### src/rtl/apv_pedestal_peak_hit_finder_core_defines.svh
// ----------------------------------------------------------------------------
// APV peak hit finder assertion macros
// Shared concurrent assertion forms for the peak hit finder core.
// ----------------------------------------------------------------------------
`ifndef APV_PEDESTAL_PEAK_HIT_FINDER_CORE_DEFINES_SVH
`define APV_PEDESTAL_PEAK_HIT_FINDER_CORE_DEFINES_SVH

// Same-cycle implication, checked outside reset.
`define APHF_ASSERT_SAME(label, ante, cons, msg) \
  label: assert property (@(posedge clk) disable iff (!rst_n) (ante) |-> (cons)) \
    else $error(msg);

// Next-cycle implication, checked outside reset.
`define APHF_ASSERT_NEXT(label, ante, cons, msg) \
  label: assert property (@(posedge clk) disable iff (!rst_n) (ante) |=> (cons)) \
    else $error(msg);

`endif

### src/rtl/aphf_pkg.sv
// ----------------------------------------------------------------------------
// APV peak hit finder package
// Sizes, codes and shared types of the peak hit finder core.
// ----------------------------------------------------------------------------
`timescale 1ns / 1ps

package aphf_pkg;

  localparam int MAX_WINDOWS = 512;
  localparam int MAX_SLICES  = 16;
  localparam int MAX_APV     = 16;

  localparam int MODE_W   = 2;
  localparam int SLOT_W   = 9;
  localparam int SLICE_W  = 4;
  localparam int ADC_W    = 12;
  localparam int APV_W    = 4;
  localparam int PLANE_W  = 4;
  localparam int STRIP_W  = 12;
  localparam int PH_W     = 17;
  localparam int TIME_W   = 12;
  localparam int TPS_W    = 8;
  localparam int NSLC_W   = 5;
  localparam int SUM_W    = 24;

  localparam int SAMP_AW    = SLOT_W + SLICE_W;
  localparam int SAMP_DEPTH = MAX_WINDOWS * MAX_SLICES;
  localparam int SUM_AW     = APV_W + SLICE_W;
  localparam int SUM_DEPTH  = MAX_APV * MAX_SLICES;
  localparam int PED_SHIFT  = 7;

  localparam int CFG_IDX_W = 2;
  localparam int CFG_DW    = 17;

  localparam int QDEPTH = 4;
  localparam int QPTR_W = 2;
  localparam int QCNT_W = 3;

  localparam logic [PH_W-1:0]   THR_RESET   = PH_W'(400);
  localparam logic [TPS_W-1:0]  TPS_RESET   = TPS_W'(25);
  localparam logic [NSLC_W-1:0] NSLC_RESET  = NSLC_W'(16);

  typedef enum logic [MODE_W-1:0] {
    MODE_LOAD  = 2'd0,
    MODE_EVAL  = 2'd1,
    MODE_CLEAR = 2'd2
  } mode_t;

  typedef enum logic [CFG_IDX_W-1:0] {
    REG_THRESHOLD = 2'd0,
    REG_TIME      = 2'd1,
    REG_SLICES    = 2'd2
  } reg_idx_t;

  typedef enum logic [1:0] {
    OP_LOAD,
    OP_LOAD_SUM,
    OP_EVAL,
    OP_CLEAR
  } op_t;

  typedef enum logic [2:0] {
    B_IDLE,
    B_ACC,
    B_INFO,
    B_SCAN,
    B_DONE
  } back_state_t;

  typedef struct packed {
    op_t                 op;
    logic [SLOT_W-1:0]   slot;
    logic [SLICE_W-1:0]  slice;
    logic [ADC_W-1:0]    adc;
    logic [APV_W-1:0]    apv;
    logic [PLANE_W-1:0]  plane;
    logic [STRIP_W-1:0]  strip;
  } cmd_t;

  typedef struct packed {
    logic [PLANE_W-1:0]  plane;
    logic [STRIP_W-1:0]  strip;
    logic [APV_W-1:0]    apv;
  } info_t;

  typedef struct packed {
    logic [PH_W-1:0]    peak_threshold;
    logic [TPS_W-1:0]   time_per_sample;
    logic [NSLC_W-1:0]  active_slices;
  } cfg_t;

  typedef struct packed {
    logic               empty;
    logic               full;
    logic [QCNT_W-1:0]  count;
  } q_stat_t;

  typedef struct packed {
    logic                hit_found;
    logic [PH_W-1:0]     peak_height;
    logic [PLANE_W-1:0]  hit_plane;
    logic [STRIP_W-1:0]  hit_strip;
    logic [TIME_W-1:0]   hit_time;
  } res_t;

endpackage

### src/rtl/aphf_front.sv
// ----------------------------------------------------------------------------
// APV peak hit finder front end
// Holds the configuration registers and classifies accepted words into
// commands for the queue.
// ----------------------------------------------------------------------------
`timescale 1ns / 1ps

module aphf_front (
  input  logic                        clk,
  input  logic                        rst_n,
  input  logic                        start,
  output logic                        busy,
  input  logic [aphf_pkg::MODE_W-1:0]  in_mode,
  input  logic [aphf_pkg::SLOT_W-1:0]  in_window_slot,
  input  logic [aphf_pkg::SLICE_W-1:0] in_slice_index,
  input  logic [aphf_pkg::ADC_W-1:0]   in_adc_sample,
  input  logic [aphf_pkg::APV_W-1:0]   in_apv_number,
  input  logic [aphf_pkg::PLANE_W-1:0] in_plane_number,
  input  logic [aphf_pkg::STRIP_W-1:0] in_strip_number,
  input  logic                         cfg_valid,
  output logic                         cfg_ready,
  input  logic [aphf_pkg::CFG_IDX_W-1:0] cfg_index,
  input  logic [aphf_pkg::CFG_DW-1:0]  cfg_data,
  input  aphf_pkg::q_stat_t            q_stat,
  output logic                         push,
  output aphf_pkg::cmd_t               push_cmd,
  output aphf_pkg::cfg_t               cfg
);
  import aphf_pkg::*;

  logic [PH_W-1:0]   thr_r;
  logic [TPS_W-1:0]  tps_r;
  logic [NSLC_W-1:0] nslc_r;
  logic [NSLC_W-1:0] active;
  logic              accept;
  logic              slot_ok;
  logic              slice_ok;
  logic              sum_ok;
  logic              keep;
  op_t               op;

  assign cfg_ready = 1'b1;
  assign busy      = q_stat.full;
  assign accept    = start && !busy;

  always_ff @(posedge clk) begin
    if (!rst_n) begin
      thr_r  <= THR_RESET;
      tps_r  <= TPS_RESET;
      nslc_r <= NSLC_RESET;
    end else if (cfg_valid && cfg_ready) begin
      case (reg_idx_t'(cfg_index))
        REG_THRESHOLD: thr_r  <= cfg_data[PH_W-1:0];
        REG_TIME:      tps_r  <= cfg_data[TPS_W-1:0];
        REG_SLICES:    nslc_r <= cfg_data[NSLC_W-1:0];
        default: ;
      endcase
    end
  end

  assign active = (int'(nslc_r) > MAX_SLICES) ? NSLC_W'(MAX_SLICES) : nslc_r;

  assign cfg.peak_threshold  = thr_r;
  assign cfg.time_per_sample = tps_r;
  assign cfg.active_slices   = active;

  assign slot_ok  = int'(in_window_slot) < MAX_WINDOWS;
  assign slice_ok = int'(in_slice_index) < MAX_SLICES;
  assign sum_ok   = (int'(in_apv_number) < MAX_APV) &&
                    ({1'b0, in_slice_index} < active);

  always_comb begin
    op   = OP_LOAD;
    keep = 1'b0;
    case (mode_t'(in_mode))
      MODE_LOAD: begin
        op   = sum_ok ? OP_LOAD_SUM : OP_LOAD;
        keep = slot_ok && slice_ok;
      end
      MODE_EVAL: begin
        op   = OP_EVAL;
        keep = slot_ok;
      end
      MODE_CLEAR: begin
        op   = OP_CLEAR;
        keep = 1'b1;
      end
      default: begin
        op   = OP_LOAD;
        keep = 1'b0;
      end
    endcase
  end

  assign push           = accept && keep;
  assign push_cmd.op    = op;
  assign push_cmd.slot  = in_window_slot;
  assign push_cmd.slice = in_slice_index;
  assign push_cmd.adc   = in_adc_sample;
  assign push_cmd.apv   = in_apv_number;
  assign push_cmd.plane = in_plane_number;
  assign push_cmd.strip = in_strip_number;

endmodule

### config.mk
export PLATFORM = sky130hd
export DESIGN_NAME = aphf_front
export DESIGN_NICKNAME = d
export VERILOG_FILES = /design/src/rtl/apv_pedestal_peak_hit_finder_core_defines.svh /design/src/rtl/aphf_pkg.sv /design/src/rtl/aphf_front.sv
export SDC_FILE = /design/constraint.sdc
export NUM_CORES = 1
export LEC_CHECK = 0
export BUFFER_PORTS_ARGS = -buffer_cell sky130_fd_sc_hd__buf_2
export CAP_MARGIN = 20
export CORE_AREA = 3 3 79 81
export CTS_CLUSTER_DIAMETER = 40
export DETAILED_ROUTE_END_ITERATION = 16
export DIE_AREA = 0 0 82 84
export GPL_ROUTABILITY_DRIVEN = 0
export GPL_TIMING_DRIVEN = 0
export PLACE_DENSITY = 0.66
export SLEW_MARGIN = 20
export SYNTH_ARGS = -nofsm -noshare
export SYNTH_HDL_FRONTEND = slang
export SYNTH_SLANG_ARGS = --single-unit
### constraint.sdc
create_clock -name clk -period 3.4 [get_ports clk]
set_clock_uncertainty 0.15 [all_clocks]
set_input_delay 0.51 -clock clk [delete_from_list [all_inputs] [get_ports clk]]
set_output_delay 0.51 -clock clk [all_outputs]
set_load 0.03 [all_outputs]
==> impl_metrics.yaml <==
run_status:
  status: "completed"
job:
  drv_cap: 0
setup_path:
  startpoint_type: "register"
  path_class: "register to output pin"
  worst_ep_required_time_ns: 2.74
  path_max_fanout: 8
  cp_cell_sequence: "nand2b_1 -> ha_1 -> a211oi_1 -> o31ai_1 -> o22ai_1 -> buf_2"
  cp-end-kind: "output pin"
  crit_path_top_delay_cell: "dfxtp_1"
  max_stage_delay_ns: 0.45
  cp.arrival_ns: 1.80
cells_and_area:
  nFillCells: 566
  n_antenna_cell: 0
  final_nets: 383
  drive_above_1_share_pct: 54.6
  area_delta_synth_final_pct: 43.3
  final_area_um2: 2370
timing:
  rsz0062_at_grt: "no"
  period_minus_slack_ns: 2.46
  holdWs_ns: 0.300
  finalSetupViolations: 0
  fmax_mhz: 406
  drv_slew: 0
  final.setup.tns_ns: 0
  hold_violations: 0
  min_period_over_period_pct: 72.4
  setup_ws_ns: 0.937
power:
  p_int_uw: 624
  seqPwrFrac_pct: 41.2
  switching_share_pct: 30.7
  vdd_ir_drop_max_v: 0.000238
  p_leak_nw: 1.31
  power_uw: 900
  power_frac_comb_pct: 26.6
  p_clk_share_pct: 32.2
  p_sw_uw: 276
  cellPowerDensity_nw_per_um2: 379
yosys:
  synth-simple-area-share_pct: 18.6
  async_flop_share_pct: 0
  synth.avg_cell_area_um2: 8.76
  synthAdderAreaFrac_pct: 3.78
  synth_edf_count: 0
  synthXorXnorAreaFrac_pct: 0
  synth_area_leader_cell: "dfxtp_1"
  muxShareOfSynthArea_pct: 7.86
  yosysWarnings: 0
  synth_ff_type: "dfxtp_1"
  syn-instance-count: 189
  netlist.area_leader.share_pct: 36.3
  seq_area_frac_synth_pct: 36.3
  syn_nets: 269
  synthTopCellsByCount: "buf_4, nand2_1, dfxtp_1"
  synth-compound-area-share_pct: 7.94
  yosysMostFrequentCell: "buf_4"
  ys_types: 25
  syn_area_um2: 1660
  synth-seq-cells: 30
  synth_top_family_by_area: "buffers and inverters"
  yosys-top-cells-area: "dfxtp_1, buf_4, nand2_1"
floorplan:
  start_util_pct: 29.9
  std_cell_rows: 27
  fp.dieW_um: 82
  die_h_um: 84
  ioPinCount: 155
  coreArea_um2: 5540
  dieArea_um2: 6890
clock_network:
  hold_buffers: 0
  cts_root_buffer: "clkbuf_8"
  cts_tree: "built"
  insertion_delay_ns: 0.28
  post_cts_buffers: 0
  ctsResizeCount: 0
  clkTransAtPathRegs_ns: 0.07
  cts_buffers: 5
  max-clock-path-buffers: 2
  cts.htree.levels: 2
  clock-sinks: 30
route:
  vias_per_cell: 4.16
  drcViolationCount: 0
  detail_route.wl_per_cell_um: 11.5
  postRouteAntennaNets: 0
  drtIter0Drc: 13
  finalWirelength_um: 4330
  vias: 1564
  dr.pass1.iters: 4
global_routing:
  use_met1_pct: 12.0
  antenna_found_initial: 0
  first_global_vias: 1432
  grt_use_met2_pct: 22.9
  use_met3_pct: 4.10
  grt_usage_pct: 12.1
  grt_pass1_wl_um: 6530
  grt_overflow: 0
  grt_max_degree: 11
  grt_busiest_layer: "met2"
worst_hold_path:
  min_path_type: "primary input to register"
placement:
  dpl.hpwl_um: 3590
  postPlaceCellArea_um2: 2280
  dp_slack_ns: 1.14
  io_buffer_count: 107
## metal layers
metal | up-vias | part of all wire [%]
met5 | - | 0
met3 | 6 | 13
met2 | 93 | 51
met1 | 680 | 35
li1 | 785 | -
met4 | 0 | 1.2
## critical path: cells and delay by family, from the launching register on
kind / cells / cell delay, ns
AOI/OAI and AO/OA: 3 / 0.44
adders and majority gates: 1 / 0.24
buffers and inverters: 1 / 0.22
DFF: 1 / 0.45
and+or+nand+nor: 1 / 0.17
## flip-flops by register name (all words and copies together), names as in the netlist
name	cells
nslc_r	5
thr_r	17
tps_r	8
## placed cells by master, fill, tap and decap left out, drive strengths merged, types with 3 or more instances in the layout
cell    synthesis  routed
buf            51     158
nand2          38      38
dfxtp          30      30
a21boi         14      14
mux2i          13      13
nor2b          11      11
clkbuf          4      11
inv             5       5
ha              5       5
nand2b          3       3
nand3           3       3
## through the flow
stage | std cells | utilization (%)
2_1_floorplan | 189 | -
3_3_place_gp | 368 | 41.2
3_5_place_dp | 368 | 41.2
4_1_cts | 376 | 42.8
5_1_grt | 376 | 42.8
6_report | 376 | 42.8
## power groups by stage
stage                     Clock (mW)  Combinational, mW  Sequential [mW]
after floorplan                    0              0.152            0.399
after global placement             0              0.241            0.378
after detailed placement           0              0.243            0.378
after CTS                      0.304              0.243            0.371
after global routing           0.320              0.259            0.372
final                          0.290              0.239            0.370
## final timing paths
| path | startpoint | to | slack (ns) | cells after the start |
|---|---|---|---|---|
| max | nslc_r[4] | push_cmd[45] | 0.94 | 6 |
| min | cfg_data[8] | thr_r[8] | 0.30 | 3 |
| max reg2reg | nslc_r[4] | nslc_r[4] | 2.54 | 2 |
| min reg2reg | thr_r[13] | thr_r[13] | 0.30 | 2 |
## area by class of cell
class / instances / area, um2 / share of cell area, %
Multi-Input combinational cell: 99 / 636 / 26.8
Sequential cell: 30 / 601 / 25.3
Timing Repair Buffer: 107 / 536 / 22.6
Buffer: 55 / 400 / 16.9
Tap cell: 72 / 90.1 / 3.80
Clock buffer: 7 / 86.3 / 3.64
Inverter: 5 / 18.8 / 0.791
Clock inverter: 1 / 5.00 / 0.211
## cells by family after synthesis
logic type | after synthesis
mux | 13
buf+inv | 60
compound gates | 18
simple gates | 62
flops | 30
other cells | 1
fa+ha+maj | 5
No activity file was read; power rests on OpenSTA's default activity.
