==> src/rtl/apv_pedestal_peak_hit_finder_core_defines.svh <==
// ----------------------------------------------------------------------------
// APV peak hit finder assertion macros
// Shared concurrent assertion forms for the peak hit finder core.
// ----------------------------------------------------------------------------
`ifndef APV_PEDESTAL_PEAK_HIT_FINDER_CORE_DEFINES_SVH
`define APV_PEDESTAL_PEAK_HIT_FINDER_CORE_DEFINES_SVH

// Same-cycle implication, checked outside reset.
`define APHF_ASSERT_SAME(label, ante, cons, msg) \
  label: assert property (@(posedge clk) disable iff (!rst_n) (ante) |-> (cons)) \
    else $error(msg);

// Next-cycle implication, checked outside reset.
`define APHF_ASSERT_NEXT(label, ante, cons, msg) \
  label: assert property (@(posedge clk) disable iff (!rst_n) (ante) |=> (cons)) \
    else $error(msg);

`endif

==> src/rtl/aphf_pkg.sv <==
// ----------------------------------------------------------------------------
// APV peak hit finder package
// Sizes, codes and shared types of the peak hit finder core.
// ----------------------------------------------------------------------------
`timescale 1ns / 1ps

package aphf_pkg;

  localparam int MAX_WINDOWS = 512;
  localparam int MAX_SLICES  = 16;
  localparam int MAX_APV     = 16;

  localparam int MODE_W   = 2;
  localparam int SLOT_W   = 9;
  localparam int SLICE_W  = 4;
  localparam int ADC_W    = 12;
  localparam int APV_W    = 4;
  localparam int PLANE_W  = 4;
  localparam int STRIP_W  = 12;
  localparam int PH_W     = 17;
  localparam int TIME_W   = 12;
  localparam int TPS_W    = 8;
  localparam int NSLC_W   = 5;
  localparam int SUM_W    = 24;

  localparam int SAMP_AW    = SLOT_W + SLICE_W;
  localparam int SAMP_DEPTH = MAX_WINDOWS * MAX_SLICES;
  localparam int SUM_AW     = APV_W + SLICE_W;
  localparam int SUM_DEPTH  = MAX_APV * MAX_SLICES;
  localparam int PED_SHIFT  = 7;

  localparam int CFG_IDX_W = 2;
  localparam int CFG_DW    = 17;

  localparam int QDEPTH = 4;
  localparam int QPTR_W = 2;
  localparam int QCNT_W = 3;

  localparam logic [PH_W-1:0]   THR_RESET   = PH_W'(400);
  localparam logic [TPS_W-1:0]  TPS_RESET   = TPS_W'(25);
  localparam logic [NSLC_W-1:0] NSLC_RESET  = NSLC_W'(16);

  typedef enum logic [MODE_W-1:0] {
    MODE_LOAD  = 2'd0,
    MODE_EVAL  = 2'd1,
    MODE_CLEAR = 2'd2
  } mode_t;

  typedef enum logic [CFG_IDX_W-1:0] {
    REG_THRESHOLD = 2'd0,
    REG_TIME      = 2'd1,
    REG_SLICES    = 2'd2
  } reg_idx_t;

  typedef enum logic [1:0] {
    OP_LOAD,
    OP_LOAD_SUM,
    OP_EVAL,
    OP_CLEAR
  } op_t;

  typedef enum logic [2:0] {
    B_IDLE,
    B_ACC,
    B_INFO,
    B_SCAN,
    B_DONE
  } back_state_t;

  typedef struct packed {
    op_t                 op;
    logic [SLOT_W-1:0]   slot;
    logic [SLICE_W-1:0]  slice;
    logic [ADC_W-1:0]    adc;
    logic [APV_W-1:0]    apv;
    logic [PLANE_W-1:0]  plane;
    logic [STRIP_W-1:0]  strip;
  } cmd_t;

  typedef struct packed {
    logic [PLANE_W-1:0]  plane;
    logic [STRIP_W-1:0]  strip;
    logic [APV_W-1:0]    apv;
  } info_t;

  typedef struct packed {
    logic [PH_W-1:0]    peak_threshold;
    logic [TPS_W-1:0]   time_per_sample;
    logic [NSLC_W-1:0]  active_slices;
  } cfg_t;

  typedef struct packed {
    logic               empty;
    logic               full;
    logic [QCNT_W-1:0]  count;
  } q_stat_t;

  typedef struct packed {
    logic                hit_found;
    logic [PH_W-1:0]     peak_height;
    logic [PLANE_W-1:0]  hit_plane;
    logic [STRIP_W-1:0]  hit_strip;
    logic [TIME_W-1:0]   hit_time;
  } res_t;

endpackage

==> src/rtl/aphf_queue.sv <==
// ----------------------------------------------------------------------------
// APV peak hit finder command queue
// Short first-in first-out buffer between the front end and the back end.
// ----------------------------------------------------------------------------
`timescale 1ns / 1ps

module aphf_queue (
  input  logic              clk,
  input  logic              rst_n,
  input  logic              push,
  input  aphf_pkg::cmd_t    push_cmd,
  input  logic              pop,
  output aphf_pkg::cmd_t    head,
  output aphf_pkg::q_stat_t q_stat
);
  import aphf_pkg::*;

  cmd_t              mem_r [QDEPTH];
  logic [QPTR_W-1:0] wptr_r;
  logic [QPTR_W-1:0] rptr_r;
  logic [QCNT_W-1:0] cnt_r;
  logic [QCNT_W-1:0] cnt_nxt;

  assign cnt_nxt = cnt_r + QCNT_W'(push) - QCNT_W'(pop);

  always_ff @(posedge clk) begin
    if (push) begin
      mem_r[wptr_r] <= push_cmd;
    end
  end

  always_ff @(posedge clk) begin
    if (!rst_n) begin
      wptr_r <= '0;
      rptr_r <= '0;
      cnt_r  <= '0;
    end else begin
      if (push) begin
        wptr_r <= wptr_r + 1'b1;
      end
      if (pop) begin
        rptr_r <= rptr_r + 1'b1;
      end
      cnt_r <= cnt_nxt;
    end
  end

  assign head         = mem_r[rptr_r];
  assign q_stat.count = cnt_r;
  assign q_stat.empty = (cnt_r == '0);
  assign q_stat.full  = (cnt_r == QCNT_W'(QDEPTH));

endmodule

==> config.mk <==
export PLATFORM = sky130hd
export DESIGN_NAME = aphf_queue
export DESIGN_NICKNAME = d
export VERILOG_FILES = /design/src/rtl/apv_pedestal_peak_hit_finder_core_defines.svh /design/src/rtl/aphf_pkg.sv /design/src/rtl/aphf_queue.sv
export SDC_FILE = /design/constraint.sdc
export NUM_CORES = 1
export LEC_CHECK = 0
export ABC_AREA = 1
export ABC_CLOCK_PERIOD_IN_PS = 5700
export BUFFER_PORTS_ARGS = -buffer_cell sky130_fd_sc_hd__buf_4
export CAP_MARGIN = 30
export CORE_UTILIZATION = 45
export DETAILED_ROUTE_END_ITERATION = 8
export GPL_TIMING_DRIVEN = 0
export PLACE_DENSITY_LB_ADDON = 0.2
export SYNTH_ARGS = -nofsm -noshare
export SYNTH_HDL_FRONTEND = slang
export SYNTH_SLANG_ARGS = --single-unit
export TNS_END_PERCENT = 50
==> constraint.sdc <==
create_clock -name clk -period 5.7 [get_ports clk]
set_clock_uncertainty 0.15 [all_clocks]
set_input_delay 0.855 -clock clk [delete_from_list [all_inputs] [get_ports clk]]
set_output_delay 0.855 -clock clk [all_outputs]
set_load 0.03 [all_outputs]
==> impl_results.md, run 1 <==
- Fin crit period: 2.84 ns
- Routed vias: 4,864
- Internal Power: 2440 µW
- RSZ-0062 raised after global routing: false
- Buffers on Ports: 102
- Max-Cap Viols: 0
- H-tree Lvls: 4
- Final Non-Filler Cells: 966
- Placed wire-length estimate: 10,700 µm
- Least-Margin Pin Slew: 0.626 ns
- RD Place Congestion: 0.789
- DRC errors left: 0
- Post-synthesis register bit count: 197
- Fillers: 1,429
- Total track usage: 19.3%
- # placed instances: 934
- Die Footprint: 0.0186 mm²
- Fin nets: 786
- Setup Viol. Count Final: 0
- YS warnings: 0
- Largest net degree at the start of global routing: 36
- Post-Syn Nets: 661
- Sequential share of power: 50.2%
- Cts repair resizes: 0
- Cts bufs inserted: 17
- Syn Inst Count: 603
- Post-route ant nets: 0
- Gate power share: 15.1%
- Crit share post-route: 49.8%
- Die width: 136 µm
- Leak: 0.00387 µW
- Drt wl/cell: 17.6 µm
- Area Overhead vs Synth: 21.0%
- Yosys cell types: 22
- Slew Viols, Final: 0
- Io pins: 103
- Drt pass-1 iters: 4
- Site row count: 48
- Top cell type's share of synthesized area: 69.5%
- First-iteration detailed-routing DRC count: 267
- N_diodes: 0
- Largest cells by area after synthesis: edfxtp_1 69%, o211ai_2 6.8%, inv_1 4.9%, nand2_1 4.0%, a21oi_1 3.3%
- Startpoint Class: register
- Fmax: 352 MHz
- Sequential cell area fraction in the yosys report: 71.7%
- Slew headroom: 58.3%
- VDD IR max: 0.000247 V
- Vias in the first global route: 4,902
- Final instance area: 0.00984 mm²
- Pwr dens: 339 mW/mm²
- Initial antenna violation count: 0
- CTS Hold Bufs: 0
- Critical Path Sink Type: primary output
- GRT overflow: 0
- Clock power frac: 34.7%
- CTS tree: built
- Initial core utilization: 46.5%
- Maximum root-to-sink buffer count: 2
- Net Sw Power: 891 µW
- Sw frac: 26.7%
- Final hold viol count: 0
- Worst-Skew Late Latency: 0.43 ns
- Critical Path AT: 1.83 ns
- Clk slew on worst S/H paths: 0.07 ns
- Share of layout cells above drive strength 1: 31.3%
- Yosys top cell by area: edfxtp_1
- CTS Sinks: 197
- First-pass GRT wire length: 26,100 µm
- Clock tree root driver cell: clkbuf_16
- Via density: 5.04
- Hold/Removal Path Class: register to register
- Area after DPL: 0.00926 mm²
- Setup bufs post-CTS: 0
- Core area: 0.0175 mm²
- CP max FO: 10
- Final setup TNS: 0 ns
- Outcome: finished clean
- Syn Area/Cell: 13.5 µm²
- WP data required: 4.70 ns
- Final WL: 17,000 µm
- Critical path class: register to primary output
- Synthesized area: 0.00813 mm²
- Die height: 136 µm
power by group through the flow:
| stage | clock, µW | combinational [µW] | sequential (µW) |
|---|---|---|---|
| after global placement | 0 | 493 | 1710 |
| after floorplan | 0 | 292 | 1720 |
| after detailed placement | 0 | 510 | 1710 |
| final | 1160 | 504 | 1680 |
| after CTS | 1170 | 511 | 1680 |
| after global routing | 1220 | 545 | 1680 |
worst paths after layout:
| path | start | to | slack [ns] | cells after the start |
|---|---|---|---|---|
| worst max-delay path | register | head[13] | 2.86 | 5 |
| worst min-delay path | rptr_r[1] | rptr_r[1] | 0.32 | 2 |
| worst max register to register | wptr_r[0] | mem_r[2][32] | 3.81 | 5 |
| worst min register to register | rptr_r[1] | rptr_r[1] | 0.32 | 2 |
state kept, by name, indices dropped and copies added, names as in the netlist, named ones only:
signal,count
mem_r,188
wptr_r,2
cnt_r,3
rptr_r,2
critical path, stage by stage, from the launching register on:
cell and delay, ns:
dfxtp_1 0.39, buf_1 0.51, a21oi_1 0.09, o21ai_0 0.10, nand2_1 0.12, buf_4 0.19
area by class of cell:
| class | count | area (µm²) | share of cell area, % |
|---|---|---|---|
| Clock buffer | 17 | 425 | 4.33 |
| Timing Repair Buffer | 106 | 853 | 8.68 |
| Buffer | 31 | 254 | 2.58 |
| Sequential cell | 197 | 5830 | 59.2 |
| Clock inverter | 15 | 148 | 1.50 |
| Inverter | 109 | 409 | 4.16 |
| Multi-Input combinational cell | 266 | 1640 | 16.7 |
| Tap cell | 225 | 282 | 2.86 |
kinds of logic (layout without fill, tap and decap cells):
| logic type | Yosys count | in the layout | synth area share (%) |
|---|---|---|---|
| buffers and inverters | 140 | 278 | 8.16 |
| AOI/OAI and AO/OA | 151 | 151 | 13.5 |
| DFF | 197 | 197 | 71.7 |
| and+or+nand+nor | 108 | 108 | 5.54 |
| adders and majority gates | 7 | 7 | 1.17 |
layer usage:
layer / vias up / global-route usage (%) / wire, µm
met5: - / 0 / 0
met1: 2383 / 24.7 / 7330
li1: 2339 / - / -
met2: 126 / 32.9 / 8510
met3: 16 / 4.25 / 917
met4: 0 / 5.56 / 210
cell usage after synthesis:
cell type / number
buf_8: 1
inv_2: 2
nor2_1: 2
nand3_1: 1
o21ai_1: 24
dfxtp_1: 9
a21oi_1: 53
nor3_1: 1
nand2_1: 87
inv_1: 107
ha_1: 6
buf_1: 1
o211ai_1: 3
buf_4: 5
nand2_2: 17
fa_1: 1
buf_6: 13
o211ai_2: 44
o21ai_0: 27
clkbuf_1: 3
buf_2: 8
edfxtp_1: 188
placed cells by master, fill, tap and decap left out:
cell type and n:
clkbuf_16 17, nand2_2 17, clkinv_4 4, inv_8 2, inv_2 6, buf_8 1, nand2_1 87, nand3_1 1
clkinvlp_4 2, edfxtp_1 188, inv_6 4, buf_4 107, o211ai_2 44, bufinv_16 1, buf_12 3, nor2_1 2
buf_16 1, fa_1 1, nor3_1 1, a21oi_1 53, clkinv_2 2, buf_1 1, o21ai_0 27, buf_6 13
o211ai_1 3, o21ai_1 24, clkbuf_1 3, inv_1 103, dfxtp_1 9, ha_1 6, buf_2 8
per-stage QoR:
stage               util [%]  hold WS, ns  setup slack (ns)  total power, µW
global placement        52.5        0.309              2.37             2200
detailed placement      53.0        0.309              3.31             2220
global route            56.3        0.371              2.71             3450
finish                  56.3        0.321              2.86             3340
floorplan                  -        0.291              3.34             2010
CTS                     56.3        0.322              2.84             3360
Note: power is estimated with default switching activity, not from simulation.
==> inputs of run 2 (changes only) <==
ABC_CLOCK_PERIOD_IN_PS = 2600   (was 5700)
clock period = 2.6 ns   (was 5.7 ns; I/O delays follow)
==> impl_results.md, run 2 (synthesized netlist as in run 1, its figures left out) <==
- Outcome: finished clean
- Pre-CTS WS: 0.677 ns (-2.64 ns)
- Least-Margin Pin Slew: 0.621 ns (-0.00463 ns)
- Die Footprint: 0.0186 mm² (unchanged)
- Worst-Skew Late Latency: 0.43 ns (about the same)
- Final Hold Slack: 0.0146 ns (-0.307 ns)
- Hold path endpoint: mem_r[3][25]
- Core area: 0.0175 mm² (unchanged)
- Initial antenna violation count: 0 (unchanged)
- Final hold viol count: 0 (unchanged)
- Commonest non-fill, non-tap cell in the layout: edfxtp_1
- Post-route ant nets: 0 (unchanged)
- Critical Path Sink Type: primary output
- DRC errors left: 0 (unchanged)
- Critical path class: register to primary output
- Hold/Removal Path Class: primary input to register
- Fin crit period: 2.36 ns
- First-pass GRT wire length: 26,400 µm (+1.3%)
- Total track usage: 19.6% (+0.25 points)
- Final core occ: 58.1% (+1.8 points)
- Worst Slack Setup Final: 0.236 ns (-2.63 ns)
- Drt pass-1 iters: 4 (unchanged)
- Fillers: 1,407 (-1.5%)
- Die height: 136 µm (unchanged)
- Startpoint Class: register
- Initial core utilization: 46.5% (unchanged)
- Drt wl/cell: 17.2 µm (-2.3%)
- Largest Register: mem_r
- Share of layout cells above drive strength 1: 30.1% (-1.3 points)
- Area of the multi-input gates: 0.00164 mm² (unchanged)
- Hold Startpoint: push_cmd[25]
- Slew Viols, Final: 0 (unchanged)
- Fin nets: 817 (+3.9%)
- Cts bufs inserted: 17 (unchanged)
- Clock tree root driver cell: clkbuf_16
- Final instance area: 0.0101 mm² (+3.2%)
- CTS tree: built
- Vias in the first global route: 5,015 (+2.3%)
- H-tree Lvls: 4 (unchanged)
- VDD IR max: 0.000541 V (+120%)
- Reg2reg end: mem_r[2][32]
- Final setup TNS: 0 ns (unchanged)
- Buffers on Ports: 102 (unchanged)
- Reg2reg start: wptr_r[0]
- GRT overflow: 0 (unchanged)
- Cts repair resizes: 0 (unchanged)
- RSZ-0062 raised after global routing: false
- Routed vias: 4,989 (+2.6%)
- Max-Cap Viols: 0 (unchanged)
- Setup Viol. Count Final: 0 (unchanged)
- Hold path depth: 1 (-1)
- Reg2Reg Depth: 5 (unchanged)
- Commonest non-fill, non-tap cells in the layout: 188 x edfxtp_1, 107 x buf_4, 103 x inv_1
- Placed wire-length estimate: 10,700 µm (unchanged)
- Leak: 0.00400 µW (+3.3%)
- Largest net degree at the start of global routing: 36 (unchanged)
- RD Place Congestion: 0.789 (unchanged)
- Crit share post-route: 90.9%
- CTS Sinks: 197 (unchanged)
- Final WL: 17,100 µm (+0.81%)
- Fmax: 423 MHz
- Die width: 136 µm (unchanged)
- Area after DPL: 0.00926 mm² (unchanged)
- Critical Path AT: 1.82 ns (about the same)
- Storage cell area: 0.00583 mm² (unchanged)
- Worst R2R Setup Slack: 0.72 ns (-3.09 ns)
- Clk slew on worst S/H paths: 0.07 ns (about the same)
- Maximum root-to-sink buffer count: 2 (unchanged)
- N_diodes: 0 (unchanged)
- Via density: 5.00 (-0.62%)
- Pwr dens: 725 mW/mm² (+110%)
- CP max FO: 10 (unchanged)
- Area Overhead vs Synth: 24.8%
- Slew headroom: 58.6% (+0.31 points)
- Site row count: 48 (unchanged)
- WP data required: 2.06 ns (-2.64 ns)
- First-iteration detailed-routing DRC count: 269 (+0.75%)
- Largest register FFs: 188 (unchanged)
- Io pins: 103 (unchanged)
- Biggest regs: mem_r x188, cnt_r x3
-- run 2: changes by cell type in the layout (fill, tap and decap cells not counted), sizes merged --
cell / before / now
dlygate4sd3: 0 / 31
-- run 2: final cells by class --
cell class                 count  share of cell area (%)
inverter                     109                    4.03
timing repair buffer         137                    11.5
clock inverter                15                    1.46
clock buffer                  17                    4.19
buffer                        31                    2.50
sequential                   197                    57.4
tap                          225                    2.77
multi-input combinational    266                    16.2
-- run 2: worst max-delay path, stage by stage, from the launching register on --
cell     delay [ns]
dfxtp_1        0.39
buf_1          0.51
a21oi_1        0.09
o21ai_0        0.10
nand2_1        0.12
buf_4          0.19
-- run 2: metrics by stage --
stage / instances / power, µW
after floorplan: 603 / 4400
after global placement: 930 / 4830
after detailed placement: 934 / 4860
after CTS: 995 / 7400
after global routing: 997 / 7610
final: 997 / 7350
-- run 2: what timing repair did --
item,CTS,global route
setup buffers,0,0
hold buffers,29,2
endpoints found under the hold margin,105,6
-- run 2: worst max path at each step --
stage               startpoint      endpoint  slack [ns]  depth (start not counted)
global placement     wptr_r[0]  mem_r[0][26]       -0.28                          4
global route          register      head[18]        0.07                          5
CTS                   register       head[0]        0.21                          5
floorplan            wptr_r[0]   mem_r[2][0]        0.54                          4
finish                register      head[13]        0.24                          5
detailed placement    register       head[0]        0.68                          5
-- run 2: where the power goes --
group | internal, µW | switching (µW)
logic | 417 | 726
clock network | 1350 | 1190
registers | 3620 | 48.2
-- run 2: metal layers --
layer | GRT usage (%) | vias to the layer above | part of all wire (%)
met4 | 4.63 | 0 | 0.83
met5 | 0 | - | 0
met2 | 33.6 | 126 | 51
met1 | 25.0 | 2448 | 44
li1 | - | 2403 | -
met3 | 4.59 | 12 | 4.9
==> inputs of run 3 (changes only) <==
RECOVER_POWER = 100   (was unset)
==> impl_results.md, run 3 (synthesized netlist as in run 1, its figures left out) <==
- N_diodes: 0 (unchanged)
- Slew headroom: 25.9% (-33 points)
- Area Overhead vs Synth: 21.1%
- Hold Startpoint: pop
- Cts bufs inserted: 17 (unchanged)
- Reg2Reg Depth: 4 (-1)
- Setup Viol. Count Final: 0 (unchanged)
- Crit share post-route: 92.1% (+1.2 points)
- Site row count: 48 (unchanged)
- Critical path class: register to primary output
- Critical Path Sink Type: primary output
- Critical Path AT: 1.85 ns (+0.03 ns)
- CTS tree: built
- Max-Cap Viols: 0 (unchanged)
- Drt pass-1 iters: 7 (+3)
- Area of the multi-input gates: 0.00164 mm² (unchanged)
- VDD IR max: 0.000540 V (about the same)
- Routed vias: 4,984 (-0.10%)
- Hold path depth: 2 (+1)
- First-iteration detailed-routing DRC count: 279 (+3.7%)
- GRT overflow: 0 (unchanged)
- Cts repair resizes: 0 (unchanged)
- Fmax: 418 MHz (-1.3%)
- Reg2reg end: mem_r[3][20]
- Core area: 0.0175 mm² (unchanged)
- Placed wire-length estimate: 10,700 µm (unchanged)
- Die width: 136 µm (unchanged)
- Largest Register: mem_r
- Maximum root-to-sink buffer count: 2 (unchanged)
- Initial core utilization: 46.5% (unchanged)
- Die height: 136 µm (unchanged)
- RSZ-0062 raised after global routing: false
- Total track usage: 19.6% (unchanged)
- Biggest regs: mem_r x188, cnt_r x3
- Clock tree root driver cell: clkbuf_16
- Largest register FFs: 188 (unchanged)
- CTS Sinks: 197 (unchanged)
- Commonest non-fill, non-tap cells in the layout: 188 x edfxtp_1, 107 x inv_1, 87 x nand2_1
- Die Footprint: 0.0186 mm² (unchanged)
- Drt wl/cell: 17.1 µm (-0.32%)
- Storage cell area: 0.00583 mm² (unchanged)
- Least-Margin Pin Slew: 1.11 ns (+0.489 ns)
- Share of layout cells above drive strength 1: 22.5% (-7.5 points)
- First-pass GRT wire length: 26,400 µm (unchanged)
- Fillers: 1,480 (+5.2%)
- Final hold viol count: 0 (unchanged)
- Clk slew on worst S/H paths: 0.07 ns (about the same)
- CP max FO: 10 (unchanged)
- Fin nets: 817 (unchanged)
- Io pins: 103 (unchanged)
- Post-route ant nets: 0 (unchanged)
- Reg2reg start: wptr_r[0]
- Via density: 5.00 (-0.10%)
- Largest net degree at the start of global routing: 36 (unchanged)
- DRC errors left: 0 (unchanged)
- Pwr dens: 736 mW/mm² (+1.6%)
- Startpoint Class: register
- Leak: 0.00378 µW (-5.4%)
- Commonest non-fill, non-tap cell in the layout: edfxtp_1
- Setup bufs post-CTS: 0 (unchanged)
- Fin crit period: 2.39 ns (+0.0304 ns)
- Worst R2R Setup Slack: 0.35 ns (-0.37 ns)
- Worst-Skew Late Latency: 0.43 ns (about the same)
- WP data required: 2.06 ns (about the same)
- Initial antenna violation count: 0 (unchanged)
- Slew Viols, Final: 0 (unchanged)
- Buffers on Ports: 102 (unchanged)
- Outcome: finished clean
- Vias in the first global route: 5,015 (unchanged)
- Tot Pwr: 7240 µW (-1.4%)
- Final Hold Slack: 0.0358 ns (+0.0212 ns)
- H-tree Lvls: 4 (unchanged)
- Hold/Removal Path Class: primary input to register
- RD Place Congestion: 0.789 (unchanged)
- Final WL: 17,000 µm (-0.32%)
run 3: cell types whose count changed in the layout (fill, tap and decap cells not counted), moves of 10 or more:
cell and delta:
o21ai_0 +10, o21ai_1 -10, clkbuf_2 +34, clkbuf_1 +55, buf_4 -86
run 3: worst max path at each step:
stage,endpoint,slack [ns]
2_1_floorplan,mem_r[2][0],0.54
3_3_place_gp,mem_r[0][26],-0.28
3_5_place_dp,head[0],0.68
4_1_cts,head[0],0.21
5_1_grt,head[18],0.06
6_report,head[1],0.21
run 3: layer usage:
layer | track usage, % | vias up | wire length (µm)
met5 | 0 | - | 0
met4 | 4.63 | 0 | 75
met3 | 4.59 | 6 | 651
met2 | 33.6 | 119 | 8810
met1 | 25.0 | 2454 | 7510
li1 | - | 2405 | -
run 3: worst max-delay path, cell delays in order, from the launching register on:
cell and delay [ns]:
dfxtp_1 0.32, buf_6 0.15, clkbuf_1 0.42, o21ai_0 0.17
nand2_1 0.14, clkbuf_2 0.23
run 3: power by group:
part           leakage (µW)  switching [µW]  internal [µW]
Sequential          0.00180            47.2           3630
Clock              0.000278            1180           1350
Combinational       0.00170             721            320
run 3: timing repair:
action,in CTS,in global routing
setup endpoints to repair,0,0
endpoints found under the hold margin,105,6
hold buffers,29,2
run 3: stage by stage:
step	setup WS [ns]	std cells	util [%]	instance area [µm²]	setup TNS (ns)
3_3_place_gp	-0.285	930	52.5	9180	-50.70
5_1_grt	0.0551	997	56.3	9840	0
2_1_floorplan	0.540	603	-	8130	0
6_report	0.206	997	56.3	9840	0
3_5_place_dp	0.677	934	53.0	9260	0
4_1_cts	0.208	995	57.9	10100	0
run 3: layout make-up:
cell class	instances	share of cell area (%)
clock buffer	17	4.32
multi-input combinational	266	16.7
buffer	31	2.58
tap	225	2.86
sequential	197	59.2
timing repair buffer	137	8.75
inverter	109	4.16
clock inverter	15	1.50
